`config.mk`:
```
export PLATFORM = sky130hd
export DESIGN_NAME = rbvs_ctrl
export DESIGN_NICKNAME = d
export VERILOG_FILES = /design/src/rtl/core/rbvs_pkg.sv /design/src/rtl/core/rbvs_ctrl.sv
export SDC_FILE = /design/constraint.sdc
export NUM_CORES = 1
export LEC_CHECK = 0
export ABC_AREA = 1
export ABC_CLOCK_PERIOD_IN_PS = 1200
export BUFFER_PORTS_ARGS = -buffer_cell sky130_fd_sc_hd__buf_2
export CORE_UTILIZATION = 25
export CTS_BUF_LIST = sky130_fd_sc_hd__clkbuf_4 sky130_fd_sc_hd__clkbuf_8
export CTS_CLUSTER_DIAMETER = 200
export DETAILED_ROUTE_END_ITERATION = 10
export GPL_TIMING_DRIVEN = 0
export PLACE_DENSITY = 0.51
export SLEW_MARGIN = 20
export SYNTH_ARGS = -nofsm -noshare
export SYNTH_HDL_FRONTEND = slang
export SYNTH_SLANG_ARGS = --single-unit
```
`constraint.sdc`:
```
create_clock -name aclk -period 1.2 [get_ports aclk]
set_clock_uncertainty 0.2 [all_clocks]
set_input_delay 0.18 -clock aclk [delete_from_list [all_inputs] [get_ports aclk]]
set_output_delay 0.18 -clock aclk [all_outputs]
set_load 0.02 [all_outputs]
```
`src/rtl/core/rbvs_pkg.sv`:
```
// ----------------------------------------------------------------------------
// rbvs_pkg
// Shared types, constants and controller interface for the radial binned
// visibility statistics block.
// ----------------------------------------------------------------------------
`default_nettype none

package rbvs_pkg;

    localparam int MAX_DISCS = 16;
    localparam int DISC_W    = $clog2(MAX_DISCS);
    localparam int DCOUNT_W  = 5;
    localparam int WIDTH_W   = 16;
    localparam int EDGE_W    = 20;
    localparam int DIV_STEPS = 48;
    localparam int SQRT_STEPS = 32;

    localparam logic [0:0] CFG_RING_WIDTH = 1'b0;
    localparam logic [0:0] CFG_DISC_COUNT = 1'b1;

    localparam logic OP_ACCUMULATE = 1'b0;
    localparam logic OP_READ       = 1'b1;

    typedef struct packed {
        logic               opcode;
        logic signed [31:0] coord_u;
        logic signed [31:0] coord_v;
        logic signed [31:0] real_part;
        logic signed [31:0] imag_part;
        logic signed [31:0] weight;
        logic [3:0]         disc_select;
    } in_t;

    typedef struct packed {
        logic [3:0]         disc_index;
        logic [31:0]        sample_count;
        logic signed [31:0] mean_real;
        logic signed [31:0] mean_imag;
        logic [31:0]        power;
        logic signed [47:0] noise_sum;
    } out_t;

    typedef enum logic [3:0] {
        ST_IDLE,
        ST_SQ_MUL,
        ST_SQ_ADD,
        ST_SR_MUL,
        ST_SR_CMP,
        ST_UPDATE,
        ST_RD_LOAD,
        ST_RD_DIV_RE,
        ST_RD_DIV_IM,
        ST_RD_OUT
    } state_t;

    typedef struct packed {
        logic load;
        logic sq_mul;
        logic sq_add;
        logic sr_mul;
        logic sr_cmp;
        logic update;
        logic rd_load;
        logic cap_re;
        logic cap_im;
        logic out_load;
    } ctrl_cmd_t;

    typedef struct packed {
        logic is_read;
        logic sq_last;
        logic sr_none;
        logic sr_last;
        logic div_busy;
        logic sqrt_busy;
        logic out_busy;
    } ctrl_sts_t;

    // Magnitude of a 32-bit two's complement value; the most negative value
    // maps to 2^31, which still fits in 32 unsigned bits.
    function automatic logic [31:0] mag32(input logic signed [31:0] x);
        logic [31:0] r;
        r = x[31] ? (~x + 32'd1) : x;
        return r;
    endfunction

endpackage

`default_nettype wire

```
`src/rtl/core/rbvs_ctrl.sv`:
```
// ----------------------------------------------------------------------------
// rbvs_ctrl
// Sequencing state machine: squaring, disc search, store update and the
// read path with its divider and square root.
// ----------------------------------------------------------------------------
`default_nettype none

module rbvs_ctrl
    import rbvs_pkg::*;
(
    input  wire logic      aclk,
    input  wire logic      aresetn,
    input  wire logic      s_valid,
    output logic           s_ready,
    input  wire ctrl_sts_t sts,
    output ctrl_cmd_t      cmd
);

    state_t state_reg, state_next;

    always_ff @(posedge aclk) begin
        if (!aresetn) begin
            state_reg <= ST_IDLE;
        end else begin
            state_reg <= state_next;
        end
    end

    always_comb begin
        state_next = state_reg;
        unique case (state_reg)
            ST_IDLE: begin
                if (s_valid) begin
                    state_next = ST_SQ_MUL;
                end
            end
            ST_SQ_MUL: begin
                state_next = sts.is_read ? ST_RD_LOAD : ST_SQ_ADD;
            end
            ST_SQ_ADD: begin
                if (!sts.sq_last) begin
                    state_next = ST_SQ_MUL;
                end else if (sts.sr_none) begin
                    state_next = ST_UPDATE;
                end else begin
                    state_next = ST_SR_MUL;
                end
            end
            ST_SR_MUL: state_next = ST_SR_CMP;
            ST_SR_CMP: begin
                state_next = sts.sr_last ? ST_UPDATE : ST_SR_MUL;
            end
            ST_UPDATE:  state_next = ST_IDLE;
            ST_RD_LOAD: state_next = ST_RD_DIV_RE;
            ST_RD_DIV_RE: begin
                if (!sts.div_busy) begin
                    state_next = ST_RD_DIV_IM;
                end
            end
            ST_RD_DIV_IM: begin
                if (!sts.div_busy && !sts.sqrt_busy) begin
                    state_next = ST_RD_OUT;
                end
            end
            ST_RD_OUT: begin
                if (!sts.out_busy) begin
                    state_next = ST_IDLE;
                end
            end
            default: state_next = ST_IDLE;
        endcase
    end

    always_comb begin
        cmd     = '0;
        s_ready = 1'b0;
        unique case (state_reg)
            ST_IDLE: begin
                s_ready  = 1'b1;
                cmd.load = s_valid;
            end
            ST_SQ_MUL: cmd.sq_mul = !sts.is_read;
            ST_SQ_ADD: cmd.sq_add = 1'b1;
            ST_SR_MUL: cmd.sr_mul = 1'b1;
            ST_SR_CMP: cmd.sr_cmp = 1'b1;
            ST_UPDATE: cmd.update = 1'b1;
            ST_RD_LOAD: cmd.rd_load = 1'b1;
            ST_RD_DIV_RE: cmd.cap_re = !sts.div_busy;
            ST_RD_DIV_IM: cmd.cap_im = !sts.div_busy && !sts.sqrt_busy;
            ST_RD_OUT: cmd.out_load = !sts.out_busy;
            default: cmd = '0;
        endcase
    end

endmodule

`default_nettype wire

```
==> flow_summary_export.csv <==
group,metric,value,unit
timing,setup_ws,-0.341,ns
layout,nets,125,
power,pwr-share-clk,0.081,
critical_path,r2r_start,"state_reg[2]$_SDFFE_PN0P_",
cts,clock_latency,0.23,ns
power,ir_drop,0.00168,V
power,p_leak,0.489,nW
critical_path,crit_type,"reg -> out",
timing,finalCritPeriodShare,1.28,
run_status,violations,"setup timing",
place,place_congestion,0.742,
detailed_routing,vias_per_cell,4.65,
detailed_routing,dr.first_iter.drc_count,5,
synth,mappedNetlistNets,80,
power,p_int,1.31,mW
global_route,grt.overflow.total,0,
run_status,outcome,"finished, violations left",
critical_path,crit_family,"flip-flops",
min_path,hold_path_end,"state_reg[1]$_SDFFE_PN0P_",
detailed_routing,drcViolationCount,0,
min_path,min_delay_path_depth,3,
timing,rsz0062_at_grt,"true",
place,dp_slack,-0.213,ns
power,p_switching,1.18,mW
job,cap_violations,0,
layout,drive_gt1_frac,0.719,
synth,synth_cell_types,12,
timing,fin_crit,1.54,ns
critical_path,max_stage_delay,0.36,ns
synth,yosys_warnings,0,
detailed_routing,route.vias.total,600,
floorplan,core,1320,µm²
global_route,grtUsageTotal,0.194,
timing,finalSetupViolations,15,
power,power-per-cell-area,2550,nW/µm²
synth,mappedNetlistArea,362,µm²
power,combPwrFrac,0.771,
cts,cts.clk_slew.worst_paths,0.04,ns
cts,cts_num_sinks,4,
layout,largest_reg_flops,4,
critical_path,cp_max_fo,5,
floorplan,die_area,1600,µm²
synth,syn-instance-count,70,
place,place_hpwl,865,µm
synth,avgSynthCellArea,5.17,µm²
layout,area_growth,170,%
global_route,grt_pass1_wl,2.04,mm
global_route,grt_max_degree,6,
detailed_routing,drtPass1Iterations,4,
critical_path,cp_cell_sequence,"nor2_4 > inv_4 > nor3_4 > buf_6",
floorplan,rows,13,
global_route,antenna_found_initial,0,
place,place_inst,105,
global_route,grt_pass1_vias,507,
cts,cts_tree,"built",
floorplan,start_util,0.274,
synth,synth-seq-area-share,0.221,
timing,slew_headroom,0.858,
synth,synth_seq_cells,4,
critical_path,endpoint_kind,"output pin",
detailed_routing,routed_wl,1.36,mm
timing,clock.fmax,649,MHz
cts,root_buffer,"clkbuf_4",
timing,hold_viol,0,
layout,num_antenna_cells,0,
floorplan,ios,21,
layout,seq_area,95.1,µm²
critical_path,ff2ff_path_depth,8,
critical_path,critPathArrivalTime,1.16,ns
timing,tightest_slew,0.213,ns
power,power_frac_seq,0.148,
cts,cts_buffers,3,
layout,fin_cells,129,
floorplan,dieHeight,40.0,µm
critical_path,worst_ep_required_time,0.82,ns
detailed_routing,postRouteAntennaNets,0,
critical_path,r2r_slack,-0.21,ns
min_path,hold_start,"sts[2]",
critical_path,r2r-end,"state_reg[0]$_SDFFE_PN0P_",
timing,holdWs,0.115,ns
place,portBuffers,20,
power,switching_share,0.476,
critical_path,worst_setup_path_start_kind,"register",
detailed_routing,routedWlPerCell,10.5,µm
layout,multi_input_area,418,µm²
power,p_total,2.49,mW
critical_path,worst-path-buf-inv,2,
critical_path,slowest_stage,"dfxtp_4",
floorplan,dieWidth,40.0,µm
cts,cts_buffer_depth,2,
critical_path,critPathLaunch,"state_reg[0]$_SDFFE_PN0P_",
timing,finalMaxSlewViolations,0,
layout,fillCellCount,112,
min_path,hold_class,"in -> reg",
layout,post-route-util,0.742,
cts,cts_max_level,1,
[what timing repair did]
action                                  CTS  global route
pin swaps                                12             6
buffers inserted                         12             7
endpoints found under the setup margin   15            15
endpoints found under the hold margin     3             0
resized for setup                        38            18
hold buffers                              1             0
[through the flow]
stage                     area, µm²  TNS [ns]
after floorplan                 494    -0.217
after global placement          613     -1.72
after detailed placement        613     -1.70
after CTS                       856     -3.81
after global routing            977     -4.91
final                           977     -3.94
[placed cells by master, fill, tap and decap left out]
master,netlist,routed
dfxtp_4,0,4
inv_1,16,7
nand2_4,0,3
nand3_1,5,3
buf_6,0,16
inv_4,0,4
nor3_4,0,4
inv_2,0,4
buf_4,0,14
inv_6,0,1
nand3_4,0,1
nand4_1,3,3
a21oi_1,2,2
nor2_4,0,11
nand2_2,0,4
buf_2,0,9
dlygate4sd3_1,0,1
nor2_1,16,4
nand2_1,16,8
nand3_2,0,1
a22oi_1,1,1
o21a_1,1,1
nor2_2,0,1
clkbuf_4,0,4
o21ai_1,0,1
a211oi_1,1,1
nand2_8,0,1
[power by group through the flow]
stage               clock network (mW)  logic (mW)  registers (mW)
floorplan                            0       0.834           0.328
global placement                     0        1.06           0.344
detailed placement                   0        1.05           0.344
CTS                              0.212        1.58           0.347
global route                     0.226        2.06           0.380
finish                           0.202        1.92           0.368
[cell usage after synthesis]
master	count	area, µm²
a211oi_1	1	7.51
a21oi_1	2	10.0
a22oi_1	1	7.51
dfxtp_1	4	80.1
inv_1	16	60.1
nand2_1	16	60.1
nand3_1	5	25.0
nand4_1	3	18.8
nor2_1	16	60.1
nor3_1	4	20.0
o21a_1	1	7.51
o21ai_0	1	5.00
[final cells by class]
class / instances / area share
Sequential cell: 4 / 0.0973
Multi-Input combinational cell: 50 / 0.428
Timing Repair Buffer: 40 / 0.348
Tap cell: 15 / 0.0192
Inverter: 16 / 0.0768
Clock buffer: 4 / 0.0307
[worst max-delay path by stage]
stage / to / slack, ns / cells after the start
2_1_floorplan: cmd[9] / -0.05 / 3
3_3_place_gp: state_reg[0]$_SDFFE_PN0P_ / -0.22 / 8
3_5_place_dp: state_reg[0]$_SDFFE_PN0P_ / -0.21 / 8
4_1_cts: cmd[9] / -0.35 / 4
5_1_grt: cmd[9] / -0.41 / 4
6_report: cmd[9] / -0.34 / 4
[metal layers]
layer,routed length (µm),GRT usage,vias to the layer above,share of wire
li1,-,-,311,-
met1,584,0.223,270,0.43
met2,711,0.359,19,0.52
met3,60,0.0667,0,0.044
met4,0,0,0,0
met5,0,0,-,0
[logic make-up after synthesis]
group,Yosys count,share of synthesized area
and+or+nand+nor,44,0.509
buffers and inverters,16,0.166
AOI/OAI and AO/OA,6,0.104
DFF,4,0.221
[tightest hold or removal path, stage by stage]
cell and delay [ns]:
buf_2 0.14, nand3_4 0.12, a21oi_1 0.07
(Power assumes the default switching activity.)
